<file path="src/rtl/gsbc_pkg.sv">
// shared types, constants and arithmetic step functions for the stick and button conditioner
package gsbc_pkg;

  localparam int CFG_IDX_W  = 1;
  localparam int CFG_DATA_W = 8;

  localparam logic [CFG_IDX_W-1:0] REG_DEAD_ZONE = 1'b0;
  localparam logic [CFG_IDX_W-1:0] REG_PORT_MASK = 1'b1;

  localparam logic [7:0]        DEAD_ZONE_RST = 8'd0;
  localparam logic [3:0]        PORT_MASK_RST = 4'hF;
  localparam logic [7:0]        DEAD_ZONE_FULL = 8'd255;
  localparam logic signed [7:0] CLAMP_MAX = 8'sd85;
  localparam logic signed [7:0] CLAMP_MIN = -8'sd85;
  localparam logic [15:0]       FULL_SCALE = 16'd16384;

  typedef struct packed {
    logic [1:0]  port;
    logic        conn;
    logic        conn_edge;
    logic        disc_edge;
    logic [15:0] held;
    logic [15:0] pressed;
    logic [15:0] released;
    logic        neg_x;
    logic        neg_y;
    logic [6:0]  mag_x;
    logic [6:0]  mag_y;
    logic [13:0] m2;
  } gsbc_entry_t;

  typedef struct packed {
    logic [29:0] n;
    logic [30:0] res;
  } sqrt_state_t;

  typedef struct packed {
    logic [15:0] rem;
    logic [15:0] lo;
  } div_state_t;

  // one step of the bitwise integer square root
  function automatic sqrt_state_t sqrt_step(input logic [29:0] n, input logic [30:0] res,
                                            input logic [30:0] bitv);
    sqrt_state_t s;
    logic [31:0] t;
    t = {1'b0, res} + {1'b0, bitv};
    if ({2'b00, n} >= t) begin
      s.n   = n - t[29:0];
      s.res = (res >> 1) + bitv;
    end else begin
      s.n   = n;
      s.res = res >> 1;
    end
    return s;
  endfunction

  // one restoring division step, quotient bits shift into lo
  function automatic div_state_t div_step(input logic [15:0] rem, input logic [15:0] lo,
                                          input logic [15:0] dv);
    div_state_t d;
    logic [16:0] sh;
    sh = {rem, lo[15]};
    if (sh >= {1'b0, dv}) begin
      d.rem = 16'(sh - {1'b0, dv});
      d.lo  = {lo[14:0], 1'b1};
    end else begin
      d.rem = sh[15:0];
      d.lo  = {lo[14:0], 1'b0};
    end
    return d;
  endfunction

endpackage

</file>
<file path="src/rtl/gsbc_front.sv">
// front end: per-port history, button edges, stick clamp and squared magnitude
module gsbc_front import gsbc_pkg::*; #(
  parameter int NUM_PORTS = 4
) (
  input  logic              clk,
  input  logic              rst_n,
  input  logic              in_valid,
  output logic              in_ready,
  input  logic [1:0]        in_port,
  input  logic              in_link_up,
  input  logic signed [7:0] in_raw_stick_x,
  input  logic signed [7:0] in_raw_stick_y,
  input  logic [15:0]       in_button_word,
  input  logic [3:0]        port_mask,
  input  logic              fifo_full,
  output logic              push,
  output gsbc_entry_t       entry
);

  localparam int PIDX_W = (NUM_PORTS > 1) ? $clog2(NUM_PORTS) : 1;

  logic [15:0]       prev_held_r [NUM_PORTS];
  logic              prev_conn_r [NUM_PORTS];
  logic [PIDX_W-1:0] pidx;
  logic              in_range;
  logic              conn;
  logic              was;
  logic [15:0]       old;
  logic signed [7:0] cx;
  logic signed [7:0] cy;
  logic [6:0]        ax;
  logic [6:0]        ay;
  logic [13:0]       sq_x;
  logic [13:0]       sq_y;

  assign in_ready = !fifo_full;
  assign push     = in_valid && in_ready;
  assign pidx     = PIDX_W'(in_port);
  assign in_range = int'(in_port) < NUM_PORTS;

  always_comb begin
    was  = in_range && prev_conn_r[pidx];
    old  = in_range ? prev_held_r[pidx] : 16'h0000;
    conn = in_range && in_link_up && port_mask[in_port];
    cx   = (in_raw_stick_x > CLAMP_MAX) ? CLAMP_MAX :
           (in_raw_stick_x < CLAMP_MIN) ? CLAMP_MIN : in_raw_stick_x;
    cy   = (in_raw_stick_y > CLAMP_MAX) ? CLAMP_MAX :
           (in_raw_stick_y < CLAMP_MIN) ? CLAMP_MIN : in_raw_stick_y;
    ax   = cx[7] ? 7'(-cx) : cx[6:0];
    ay   = cy[7] ? 7'(-cy) : cy[6:0];
    sq_x = ax * ax;
    sq_y = ay * ay;

    entry.port      = in_port;
    entry.conn      = conn;
    entry.conn_edge = conn && !was;
    entry.disc_edge = !conn && was;
    entry.held      = conn ? in_button_word : 16'h0000;
    entry.pressed   = conn ? (in_button_word & ~old) : 16'h0000;
    entry.released  = conn ? (old & ~in_button_word) : old;
    entry.neg_x     = cx[7];
    entry.neg_y     = cy[7];
    entry.mag_x     = ax;
    entry.mag_y     = ay;
    entry.m2        = sq_x + sq_y;
  end

  always_ff @(posedge clk) begin
    if (!rst_n) begin
      for (int i = 0; i < NUM_PORTS; i++) begin
        prev_held_r[i] <= 16'h0000;
        prev_conn_r[i] <= 1'b0;
      end
    end else if (push && in_range) begin
      prev_held_r[pidx] <= conn ? in_button_word : 16'h0000;
      prev_conn_r[pidx] <= conn;
    end
  end

endmodule

</file>
<file path="src/rtl/gsbc_fifo.sv">
// two-entry queue between front end and stick datapath
module gsbc_fifo import gsbc_pkg::*; (
  input  logic        clk,
  input  logic        rst_n,
  input  logic        push,
  input  gsbc_entry_t push_entry,
  output logic        full,
  input  logic        pop,
  output logic        head_valid,
  output gsbc_entry_t head_entry
);

  gsbc_entry_t mem_r [2];
  logic        wr_ptr_r;
  logic        rd_ptr_r;
  logic [1:0]  count_r;

  assign full       = count_r == 2'd2;
  assign head_valid = count_r != 2'd0;
  assign head_entry = mem_r[rd_ptr_r];

  always_ff @(posedge clk) begin
    if (push) begin
      mem_r[wr_ptr_r] <= push_entry;
    end
  end

  always_ff @(posedge clk) begin
    if (!rst_n) begin
      wr_ptr_r <= 1'b0;
      rd_ptr_r <= 1'b0;
      count_r  <= 2'd0;
    end else begin
      if (push) begin
        wr_ptr_r <= !wr_ptr_r;
      end
      if (pop) begin
        rd_ptr_r <= !rd_ptr_r;
      end
      if (push && !pop) begin
        count_r <= count_r + 2'd1;
      end else if (pop && !push) begin
        count_r <= count_r - 2'd1;
      end
    end
  end

endmodule

</file>
<file path="src/rtl/gsbc_back.sv">
// stick datapath: dead zone test, iterative root, scale and per-axis divide, result register
module gsbc_back import gsbc_pkg::*; (
  input  logic               clk,
  input  logic               rst_n,
  input  logic [7:0]         dead_zone,
  input  logic               head_valid,
  input  gsbc_entry_t        head_entry,
  output logic               pop,
  output logic               out_valid,
  input  logic               out_ready,
  output logic [1:0]         out_port,
  output logic               out_is_connected,
  output logic               out_connect_edge,
  output logic               out_disconnect_edge,
  output logic [15:0]        out_held_bits,
  output logic [15:0]        out_pressed_bits,
  output logic [15:0]        out_released_bits,
  output logic signed [15:0] out_stick_x_norm,
  output logic signed [15:0] out_stick_y_norm
);

  typedef enum logic [2:0] {
    ST_IDLE, ST_SQRT, ST_SCALE_SET, ST_SCALE, ST_AXIS_SET, ST_AXIS, ST_OUT
  } state_t;

  state_t      state_r;
  gsbc_entry_t ent_r;
  logic        live_r;
  logic [29:0] n_r;
  logic [30:0] res_r;
  logic [30:0] bit_r;
  logic [14:0] s_r;
  logic [15:0] rem_a_r, lo_a_r, dv_a_r;
  logic [15:0] rem_b_r, lo_b_r, dv_b_r;
  logic [2:0]  cnt_r;
  logic        out_valid_r;

  logic [16:0] m2_x9;
  logic [15:0] dz_sq;
  logic        live;
  sqrt_state_t sq_a, sq_b;
  div_state_t  da_a, da_b, db_a, db_b;
  logic [15:0] r;
  logic [17:0] r3;
  logic [17:0] d256;
  logic [17:0] num;
  logic [7:0]  k;
  logic [16:0] k512;
  logic [22:0] dvd_s;
  logic [14:0] s_nxt;
  logic [21:0] prod_x, prod_y;
  logic [29:0] dvd_x, dvd_y;
  logic [15:0] mag_x, mag_y;
  logic        slot_free;

  assign out_valid = out_valid_r;
  assign pop       = (state_r == ST_IDLE) && head_valid;
  assign slot_free = !out_valid_r || out_ready;

  always_comb begin
    m2_x9  = ({3'b000, head_entry.m2} << 3) + 17'(head_entry.m2);
    dz_sq  = dead_zone * dead_zone;
    live   = head_entry.conn && (head_entry.m2 != 14'd0) && (m2_x9 > {1'b0, dz_sq});
    sq_a   = sqrt_step(n_r, res_r, bit_r);
    sq_b   = sqrt_step(sq_a.n, sq_a.res, bit_r >> 2);
    r      = res_r[15:0];
    r3     = 18'({r, 1'b0}) + 18'(r);
    d256   = 18'({dead_zone, 8'h00});
    num    = (r3 > d256) ? (r3 - d256) : 18'd0;
    k      = DEAD_ZONE_FULL - dead_zone;
    k512   = {k, 9'h000};
    dvd_s  = {num[16:0], 6'h00};
    da_a   = div_step(rem_a_r, lo_a_r, dv_a_r);
    da_b   = div_step(da_a.rem, da_a.lo, dv_a_r);
    db_a   = div_step(rem_b_r, lo_b_r, dv_b_r);
    db_b   = div_step(db_a.rem, db_a.lo, dv_b_r);
    s_nxt  = (da_b.lo > FULL_SCALE) ? FULL_SCALE[14:0] : da_b.lo[14:0];
    prod_x = ent_r.mag_x * s_r;
    prod_y = ent_r.mag_y * s_r;
    dvd_x  = 30'({prod_x, 9'h000}) + 30'(r);
    dvd_y  = 30'({prod_y, 9'h000}) + 30'(r);
    mag_x  = (lo_a_r > FULL_SCALE) ? FULL_SCALE : lo_a_r;
    mag_y  = (lo_b_r > FULL_SCALE) ? FULL_SCALE : lo_b_r;
  end

  always_ff @(posedge clk) begin
    if (!rst_n) begin
      state_r     <= ST_IDLE;
      out_valid_r <= 1'b0;
    end else begin
      if (state_r == ST_OUT && slot_free) begin
        out_valid_r <= 1'b1;
      end else if (out_ready) begin
        out_valid_r <= 1'b0;
      end
      unique case (state_r)
        ST_IDLE: begin
          if (head_valid) begin
            ent_r  <= head_entry;
            live_r <= live;
            n_r    <= {head_entry.m2, 16'h0000};
            res_r  <= '0;
            bit_r  <= 31'h4000_0000;
            state_r <= live ? ST_SQRT : ST_OUT;
          end
        end
        ST_SQRT: begin
          n_r   <= sq_b.n;
          res_r <= sq_b.res;
          bit_r <= bit_r >> 4;
          if (bit_r[2]) begin
            state_r <= ST_SCALE_SET;
          end
        end
        ST_SCALE_SET: begin
          cnt_r <= '0;
          if (dead_zone == DEAD_ZONE_FULL || num >= 18'(k512)) begin
            s_r     <= FULL_SCALE[14:0];
            state_r <= ST_AXIS_SET;
          end else begin
            rem_a_r <= 16'(dvd_s[22:16]);
            lo_a_r  <= dvd_s[15:0];
            dv_a_r  <= 16'(k);
            state_r <= ST_SCALE;
          end
        end
        ST_SCALE: begin
          rem_a_r <= da_b.rem;
          lo_a_r  <= da_b.lo;
          cnt_r   <= cnt_r + 3'd1;
          if (cnt_r == 3'd7) begin
            s_r     <= s_nxt;
            state_r <= ST_AXIS_SET;
          end
        end
        ST_AXIS_SET: begin
          rem_a_r <= 16'(dvd_x[29:16]);
          lo_a_r  <= dvd_x[15:0];
          dv_a_r  <= {r[14:0], 1'b0};
          rem_b_r <= 16'(dvd_y[29:16]);
          lo_b_r  <= dvd_y[15:0];
          dv_b_r  <= {r[14:0], 1'b0};
          cnt_r   <= '0;
          state_r <= ST_AXIS;
        end
        ST_AXIS: begin
          rem_a_r <= da_b.rem;
          lo_a_r  <= da_b.lo;
          rem_b_r <= db_b.rem;
          lo_b_r  <= db_b.lo;
          cnt_r   <= cnt_r + 3'd1;
          if (cnt_r == 3'd7) begin
            state_r <= ST_OUT;
          end
        end
        ST_OUT: begin
          if (slot_free) begin
            out_port            <= ent_r.port;
            out_is_connected    <= ent_r.conn;
            out_connect_edge    <= ent_r.conn_edge;
            out_disconnect_edge <= ent_r.disc_edge;
            out_held_bits       <= ent_r.held;
            out_pressed_bits    <= ent_r.pressed;
            out_released_bits   <= ent_r.released;
            out_stick_x_norm    <= !live_r ? 16'sd0 :
                                   ent_r.neg_x ? -$signed(mag_x) : $signed(mag_x);
            out_stick_y_norm    <= !live_r ? 16'sd0 :
                                   ent_r.neg_y ? -$signed(mag_y) : $signed(mag_y);
            state_r             <= ST_IDLE;
          end
        end
        default: state_r <= ST_IDLE;
      endcase
    end
  end

endmodule

</file>
<file path="src/rtl/gamepad_stick_button_conditioner.sv">
// top level: configuration registers, front end, queue and stick datapath
// a disconnected port or a stick in the dead zone skips from idle straight to the output state;
// a live stick runs the root, scale and axis divide states; full scale skips the scale divide
// the datapath takes no new item until its result is registered, since the iterative root and
// divide unit is shared; a two-entry queue keeps accepting meanwhile until it is full
// reset (synchronous, rst_n low): port history cleared, dead zone 0, all ports enabled
module gamepad_stick_button_conditioner import gsbc_pkg::*; #(
  parameter int NUM_PORTS = 4
) (
  input  logic                  clk,
  input  logic                  rst_n,
  input  logic                  cfg_we,
  input  logic [CFG_IDX_W-1:0]  cfg_index,
  input  logic [CFG_DATA_W-1:0] cfg_wdata,
  input  logic                  in_valid,
  output logic                  in_ready,
  input  logic [1:0]            in_port,
  input  logic                  in_link_up,
  input  logic signed [7:0]     in_raw_stick_x,
  input  logic signed [7:0]     in_raw_stick_y,
  input  logic [15:0]           in_button_word,
  output logic                  out_valid,
  input  logic                  out_ready,
  output logic [1:0]            out_port,
  output logic                  out_is_connected,
  output logic                  out_connect_edge,
  output logic                  out_disconnect_edge,
  output logic [15:0]           out_held_bits,
  output logic [15:0]           out_pressed_bits,
  output logic [15:0]           out_released_bits,
  output logic signed [15:0]    out_stick_x_norm,
  output logic signed [15:0]    out_stick_y_norm
);

  logic [7:0]  dead_zone_r;
  logic [3:0]  port_mask_r;
  logic        push;
  logic        fifo_full;
  logic        pop;
  logic        head_valid;
  gsbc_entry_t push_entry;
  gsbc_entry_t head_entry;

  always_ff @(posedge clk) begin
    if (!rst_n) begin
      dead_zone_r <= DEAD_ZONE_RST;
      port_mask_r <= PORT_MASK_RST;
    end else if (cfg_we) begin
      unique case (cfg_index)
        REG_DEAD_ZONE: dead_zone_r <= cfg_wdata;
        REG_PORT_MASK: port_mask_r <= cfg_wdata[3:0];
        default: ;
      endcase
    end
  end

  gsbc_front #(
    .NUM_PORTS(NUM_PORTS)
  ) u_front (
    .clk            (clk),
    .rst_n          (rst_n),
    .in_valid       (in_valid),
    .in_ready       (in_ready),
    .in_port        (in_port),
    .in_link_up     (in_link_up),
    .in_raw_stick_x (in_raw_stick_x),
    .in_raw_stick_y (in_raw_stick_y),
    .in_button_word (in_button_word),
    .port_mask      (port_mask_r),
    .fifo_full      (fifo_full),
    .push           (push),
    .entry          (push_entry)
  );

  gsbc_fifo u_fifo (
    .clk        (clk),
    .rst_n      (rst_n),
    .push       (push),
    .push_entry (push_entry),
    .full       (fifo_full),
    .pop        (pop),
    .head_valid (head_valid),
    .head_entry (head_entry)
  );

  gsbc_back u_back (
    .clk                 (clk),
    .rst_n               (rst_n),
    .dead_zone           (dead_zone_r),
    .head_valid          (head_valid),
    .head_entry          (head_entry),
    .pop                 (pop),
    .out_valid           (out_valid),
    .out_ready           (out_ready),
    .out_port            (out_port),
    .out_is_connected    (out_is_connected),
    .out_connect_edge    (out_connect_edge),
    .out_disconnect_edge (out_disconnect_edge),
    .out_held_bits       (out_held_bits),
    .out_pressed_bits    (out_pressed_bits),
    .out_released_bits   (out_released_bits),
    .out_stick_x_norm    (out_stick_x_norm),
    .out_stick_y_norm    (out_stick_y_norm)
  );

endmodule

</file>
<file path="config.mk">
export PLATFORM = sky130hd
export DESIGN_NAME = gamepad_stick_button_conditioner
export DESIGN_NICKNAME = d
export VERILOG_FILES = /design/src/rtl/gsbc_pkg.sv /design/src/rtl/gsbc_front.sv /design/src/rtl/gsbc_fifo.sv /design/src/rtl/gsbc_back.sv /design/src/rtl/gamepad_stick_button_conditioner.sv
export SDC_FILE = /design/constraint.sdc
export NUM_CORES = 2
export LEC_CHECK = 0
export BUFFER_PORTS_ARGS = -buffer_cell sky130_fd_sc_hd__buf_4
export CAP_MARGIN = 30
export CORE_ASPECT_RATIO = 0.7
export CORE_MARGIN = 3
export CORE_UTILIZATION = 60
export CTS_BUF_LIST = sky130_fd_sc_hd__clkbuf_4 sky130_fd_sc_hd__clkbuf_8
export CTS_CLUSTER_DIAMETER = 200
export DETAILED_ROUTE_END_ITERATION = 8
export PLACE_DENSITY_LB_ADDON = 0.2
export SLEW_MARGIN = 10
export SYNTH_ARGS = -nofsm -noshare
export SYNTH_HDL_FRONTEND = slang
export SYNTH_SLANG_ARGS = --single-unit
</file>
<file path="constraint.sdc">
create_clock -name clk -period 16.9 [get_ports clk]
set_input_delay 0.845 -clock clk [delete_from_list [all_inputs] [get_ports clk]]
set_output_delay 0.845 -clock clk [all_outputs]
set_load 0.02 [all_outputs]
</file>
Word level (Yosys, flattened, before mapping)
Memories as Yosys holds them, arrays and structs flattened. A register that Yosys moved wholly into a read port is not among the register bits.
Cells that the tools add are included.
{ "op_classes": {"n_addsub": 24, "multipliers": 5, "order_cmp": 17, "n_eq_ne": 16, "n_mux": 66, "bitwise_logic": 5, "n_reduce_logical": 47} }
{ "op_table": {"columns": ["op", "count"], "rows": [
  ["16-bit two-way mux", 11],
  ["32-bit two-way mux", 4],
  ["31-bit case mux with 2 select lines", 2],
  ["61-bit two-way mux", 2],
  ["16-bit case mux with 2 select lines", 3],
  ["16-bit case mux with 3 select lines", 2],
  ["17-bit by 16-bit >= comparator with 1-bit output", 4],
  ["30-bit by 32-bit >= comparator with 1-bit output", 2],
  ["16-bit subtractor", 4],
  ["31-bit two-way mux", 2],
  ["30-bit by 16-bit adder with 30-bit output", 2],
  ["30-bit case mux with 2 select lines", 1],
  ["30-bit subtractor", 2],
  ["16-bit by 15-bit > comparator with 1-bit output (second input constant)", 3],
  ["15-bit two-way mux", 3],
  ["7-bit by 15-bit multiplier with 21-bit output", 2],
  ["31-bit by 29-bit adder with 32-bit output", 1],
  ["31-bit by 31-bit adder with 32-bit output", 1],
  ["16-bit AND", 2],
  ["8-bit two-way mux", 4],
  ["16-bit negation", 2],
  ["16-bit inverter", 2],
  ["30-bit by 29-bit adder with 31-bit output", 1],
  ["30-bit by 31-bit adder with 31-bit output", 1],
  ["other kinds (49)", 117]
]} }
{ "totals": {"regBits": 380, "ram_bits": 234, "inputBits": 49, "out_inout_bits": 87, "word_cells": 222, "n_memories": 3} }
{ "mem_list": {"columns": ["memory", "depth", "width", "read_ports", "rd_clocked_by_memory_dff", "wr", "line", "rtl"], "rows": [
  ["u_fifo.mem_r", 2, 83, 1, 1, 1, "gsbc_fifo.sv:13", "gsbc_entry_t mem_r [2];"],
  ["u_front.prev_held_r", 4, 16, 1, 0, 4, "gsbc_front.sv:22", "logic [15:0] prev_held_r [NUM_PORTS];"],
  ["u_front.prev_conn_r", 4, 1, 1, 0, 4, "gsbc_front.sv:23", "logic prev_conn_r [NUM_PORTS];"]
]} }

Longest topological paths before layout
{ "depth": {"word_depth": 8, "ltp_mapped": 46, "mapped_depth_nobuf": 42} }

Hierarchy
Synthesis repeated with hierarchy kept, for this count alone.
{ "unflattened": {"cells_unflattened": 4709, "area_unflattened_um2": 47346.7} }
{ "by_module_without_submodules": {"columns": ["mod", "n_inst", "cells_per_inst", "area_per_inst_um2", "seq_area_each_um2"], "rows": [
  ["gsbc_back", 1, 3751, 34231.6, 10199.8],
  ["gsbc_front", 1, 625, 6402.4, 2011.9],
  ["gsbc_fifo", 1, 280, 6232.2, 5084.9],
  ["gamepad_stick_button_conditioner", 1, 53, 480.5, 240.2]
]} }

Worst setup path after synthesis
OpenSTA, ideal clock, no wires.
{ "synth_path": {"kind": "register to register", "startpoint": "register u_back.res_r[2]", "endpoint": "register u_back.res_r[10], data pin", "setup_ps": 258, "arrival_time_ps": 8687, "required_time_ps": 16642, "path_slack_ps": 7956, "path_stages_with_launch": 42, "n_path_buf": 3, "synth_period_minus_slack_ps": 8944, "path_cell_list": "edfxtp_1 > ha_1 > ha_1 > a31o_1 > a41o_1 > and2_1 > a31o_2 > a21oi_1 > o21bai_1 > nand2_1 > nor2_1 > xnor2_1 > ha_1 > nand4_1 > or4_1 > o21a_1 > or3b_1 > nand3_2 > [6 not listed] > o311a_1 > a211oi_1 > a31o_2 > a21oi_1 > xor2_1 > ha_1 > nand4_1 > nor2_1 > nand2_1 > a211oi_1 > o21ai_0 > a31oi_1 > o22ai_1 > a31o_2 > a31o_1 > buf_2 > or3_1 > mux2i_1"} }
{ "synth_between": {"elab_chain_len": 7, "word_cells_on_any_way": 10, "classes_between": "add/sub (5); order compare (2); mux (3)"} }
{ "synth_lines": {"columns": ["element", "line", "rtl"], "rows": [
  ["start: declaration", "gsbc_back.sv:30", "logic [30:0] res_r;"],
  ["start signal: assignment", "gsbc_back.sv:109", "res_r <= sq_b.res;"],
  ["31-bit by 31-bit adder with 32-bit output", "gsbc_pkg.sv:47", "t = {1'b0, res} + {1'b0, bitv};"],
  ["30-bit by 32-bit >= comparator with 1-bit output", "gsbc_pkg.sv:48", "if ({2'b00, n} >= t) begin"],
  ["61-bit two-way mux (*)", "gsbc_pkg.sv:48", null],
  ["31-bit by 29-bit adder with 32-bit output", "gsbc_pkg.sv:47", null],
  ["30-bit by 32-bit >= comparator with 1-bit output", "gsbc_pkg.sv:48", null],
  ["61-bit two-way mux (*)", "gsbc_pkg.sv:48", null],
  ["31-bit case mux with 2 select lines (*)", "gsbc_back.sv:96", "unique case (state_r)"]
]} }
Mark *: on every way between the ends. The rest lies on a longest branch, timed or not.
A chain may end at the register's enable or synchronous reset.

Final worst setup path
{ "layout_path": {"startpoint": "register u_back.res_r[2]", "endpoint": "register u_back.res_r[3], data pin"} }
The elaborated chain is that of the path after synthesis.

==> reports/summary.md <==
- **outcome** finished, final reports clean
- **Max Buffers Root-to-Sink** 3
- **fraction of post-synthesis cell area in the top cell type by area** 36.42%
- **Post-Synthesis Cells** 4631
- **number of levels in the clock H-tree** 3
- **kind of critical path** reg2reg
- **Critical R2R Capture** u_back.res_r[3]
- **most frequent cell on the critical path** sky130_fd_sc_hd__ha_1
- **Switch Pwr** 5.014 mW
- **cell type contributing the most total cell area after synthesis** sky130_fd_sc_hd__edfxtp_1
- **Clock Sink Count** 592
- **kind of capture point of the worst setup path** flip-flop
- **slowest cell delay on critical path** 690 ps
- **Critical Path Source Type** flip-flop
- **start point of the worst hold path** cfg_wdata[3]
- **minimum setup slack after placement** 5276 ps
- **clock input transition at the sequential cells of the worst setup and hold paths** 70 ps
- **flip-flop and latch count after synthesis** 592
- **Remaining Overflow, GRT** 0
- **number of core rows** 85
- **Data required, critical path** 17380 ps
- **clock insertion delay at the later pin of the skew report** 760 ps
- **cells on worst reg2reg path** 40
- **Routability Congestion** 0.9729
- **combinational share of power** 65.3%
- **final setup margin** 4823 ps
- **number of buffers inserted by port buffering** 135
- **CTS Hold Bufs** 0
- **post-synthesis area per instance** 10.11 sq um
- **min cycle time layout** 12080 ps
- **predominant post-synthesis flop cell** sky130_fd_sc_hd__edfxtp_1
- **synthesized cell area** 0.04683 sq mm
- **Clk pwr share** 11.9%
- **Leakage** 21.48 nW
- **Final setup violation count** 0
- **largest cells by area after synthesis** sky130_fd_sc_hd__edfxtp_1 36%, sky130_fd_sc_hd__ha_1 10%, sky130_fd_sc_hd__fa_1 9.1%
- **Worst Hold Path Cells** 3
- **nets in the synthesized netlist** 5281
- **Non-Filler Instances** 5874
- **Die Y** 239.7 um
- **wire length of the first global-routing pass** 192400 um
- **Internal Pwr Total** 5.724 mW
- **via total after detailed routing** 35540
- **number of remaining DRC errors** 0
- **final-stage net count** 5404
- **P&R area growth vs syn** 8.927%
- **number of global-route vias before repair** 33760
- **proportion of layout cells with a drive suffix above 1** 11.12%
- **launching point of the worst reg2reg path** u_back.res_r[2]
- **buffers inserted by post-CTS timing repair** 0
- **setup repair after global routing missed its margin** no
- **number of antenna violations at the first check in global routing** 3
- **switching share of power** 46.69%
- **Setup Total Neg Slack** 0 ps
- **Highest Clock Rate** 0.08280 GHz
- **clock tree from TritonCTS** built
- **warning count from the yosys run** 0
- **count of placed standard cells including taps** 5699
- **HPWL Detailed** 93840 um
- **maximum number of pins on one net before global-route repair** 76
- **Root Buffer** sky130_fd_sc_hd__clkbuf_8
- **sequential power share** 22.8%
- **number of gates resized after CTS** 0
- **Period Utilization, post-route** 71.46%
- **post-detailed-route wirelength per cell** 21.06 um
- **detail-routed via count per cell** 6.050
- **overall track demand over capacity in global routing** 30.10%
- **count of flip-flops with a built-in enable after synthesis** 568
- **power density over cell area** 210.5 mW/mm^2
- **maxcap violations** 0
- **Clock Skews** 65.40 ps
- **maximum fanout count along the critical path** 68
- **terminating pin of the worst hold path** port_mask_r[3]
- **number of distinct library cell variants in the gate-level netlist after synthesis** 97
- **DR pass1 iterations** 5
- **relative slew slack** 27.92%
- **final hold violations** 0
- **Core Footprint** 0.07711 sq mm
- **Antenna Violating Nets Remaining** 0
- **maximum resistive drop on vdd** 293.6 uV
- **library cell contributing the largest single delay on the critical path** sky130_fd_sc_hd__buf_4
- **Async S/R FF share, synth** 0%
- **register-to-register setup slack** 4820 ps
- **worst hold path class** in2reg
- **Iter 0 DRT Violations** 3978
- **total wire length after detailed routing** 123700 um
- **WP data arrival** 12550 ps
- **Max Transition Viols Final** 0
- **share of the yosys chip area belonging to registers** 37.45%
- **horizontal extent of the die** 339.9 um
- **die area** 0.08149 sq mm
- **Inserted Clock Buffers** 92
- **starting density of the core** 60.74%
- **slew at the pin with the worst max-slew slack** 1071 ps
- **Top Ports** 136
-- through the flow --
| step | area, sq um | power [mW] | hold WS, ps | utilization, % |
|---|---|---|---|---|
| after floorplan | 46830 | 7.676 | 400.3 | - |
| final | 51010 | 10.74 | 343.8 | 66.16 |
| after global placement | 48890 | 9.170 | 400.3 | 63.40 |
| after CTS | 50920 | 10.65 | 282.8 | 66.03 |
| after detailed placement | 49000 | 9.324 | 404.5 | 63.55 |
| after global routing | 51010 | 11.62 | 311.6 | 66.16 |
-- cells by family after synthesis --
family | share of synthesized area (%)
adders and majority gates | 19.49
other | 0.01604
muxes | 4.563
DFF | 37.45
xor gates and xnor gates | 6.330
buffers and inverters | 4.734
AOI/OAI and AO/OA | 12.05
and+or+nand+nor | 15.37
-- state kept, by name, indices dropped and copies added (netlist names), 30 cells and up, named ones only --
name / cells
u_back.ent_r: 69
u_back.n_r: 30
u_back.res_r: 31
u_fifo.mem_r: 166
u_front.prev_held_r: 64
-- placed cells by master (no fill, tap or decap), types with 95 or more instances in the layout --
| master | count |
|---|---|
| sky130_fd_sc_hd__edfxtp_1 | 568 |
| sky130_fd_sc_hd__nand2_1 | 510 |
| sky130_fd_sc_hd__inv_1 | 413 |
| sky130_fd_sc_hd__ha_1 | 387 |
| sky130_fd_sc_hd__nor2_1 | 287 |
| sky130_fd_sc_hd__a21oi_1 | 223 |
| sky130_fd_sc_hd__xnor2_1 | 215 |
| sky130_fd_sc_hd__fa_1 | 214 |
| sky130_fd_sc_hd__o21ai_0 | 204 |
| sky130_fd_sc_hd__and2_1 | 181 |
| sky130_fd_sc_hd__buf_4 | 176 |
| sky130_fd_sc_hd__xor2_1 | 119 |
| sky130_fd_sc_hd__mux2_2 | 116 |
| sky130_fd_sc_hd__clkbuf_8 | 95 |
-- worst max-delay path by stage --
stage               startpoint                to  slack, ps  depth (start not counted)
2_1_floorplan  u_back.res_r[2]  u_back.res_r[10]       7960                         41
3_3_place_gp   u_back.res_r[2]  u_back.res_r[27]       5510                         39
3_5_place_dp   u_back.res_r[2]   u_back.res_r[3]       5280                         39
4_1_cts        u_back.res_r[2]   u_back.res_r[3]       5230                         40
5_1_grt        u_back.res_r[2]  u_back.res_r[11]       4240                         40
6_report       u_back.res_r[2]   u_back.res_r[3]       4820                         40
-- Yosys cell counts, types with 37 or more instances --
library cell,count
sky130_fd_sc_hd__ha_1,387
sky130_fd_sc_hd__inv_1,413
sky130_fd_sc_hd__fa_1,214
sky130_fd_sc_hd__nand2_1,511
sky130_fd_sc_hd__mux2_2,116
sky130_fd_sc_hd__nand4_1,43
sky130_fd_sc_hd__and3_1,53
sky130_fd_sc_hd__nor2b_1,78
sky130_fd_sc_hd__nand2b_1,46
sky130_fd_sc_hd__o21bai_1,40
sky130_fd_sc_hd__and2_1,181
sky130_fd_sc_hd__mux2i_1,41
sky130_fd_sc_hd__nor3_1,77
sky130_fd_sc_hd__a31oi_1,37
sky130_fd_sc_hd__a21oi_1,223
sky130_fd_sc_hd__nor2_1,291
sky130_fd_sc_hd__xor2_1,119
sky130_fd_sc_hd__clkbuf_1,131
sky130_fd_sc_hd__edfxtp_1,568
sky130_fd_sc_hd__nand3_1,78
sky130_fd_sc_hd__xnor2_1,215
sky130_fd_sc_hd__o21ai_0,206
sky130_fd_sc_hd__a21o_1,93
-- cell type report --
class	instances	area (sq um)
fillers	6005	26100
multi-input cells	3467	27180
inverters	414	1554
flip-flops and latches	592	17540
repair buffers	187	1509
well taps	1044	1306
diodes	2	5.005
clock buffers	121	1503
clock inverters	47	412.9
-- routing by layer --
metal | vias to the layer above | GRT usage, % | share of wire, %
met5 | - | 0 | 0
met4 | 0 | 6.675 | 2.1
met3 | 167 | 6.668 | 11
met2 | 1607 | 41.57 | 40
met1 | 17190 | 47.91 | 47
li1 | 16580 | - | -
-- critical path: cells and delay by family, from the launching register on --
kind,cells,cell delay [ps]
AO/OA/AOI/OAI,17,5240
XOR/XNOR,2,300
adder cells (fa/ha/maj),5,1740
buffers and inverters,1,690
flip-flops,1,590
AND/OR/NAND/NOR,15,3150
-- power by group through the flow --
stage | clock network (mW) | registers, mW | logic (mW)
after CTS | 1.29 | 2.44 | 6.92
after global placement | 0 | 2.46 | 6.71
after detailed placement | 0 | 2.47 | 6.86
after floorplan | 0 | 2.34 | 5.34
after global routing | 1.36 | 2.47 | 7.79
final | 1.28 | 2.45 | 7.01
No activity file was read; power rests on OpenSTA's default activity.
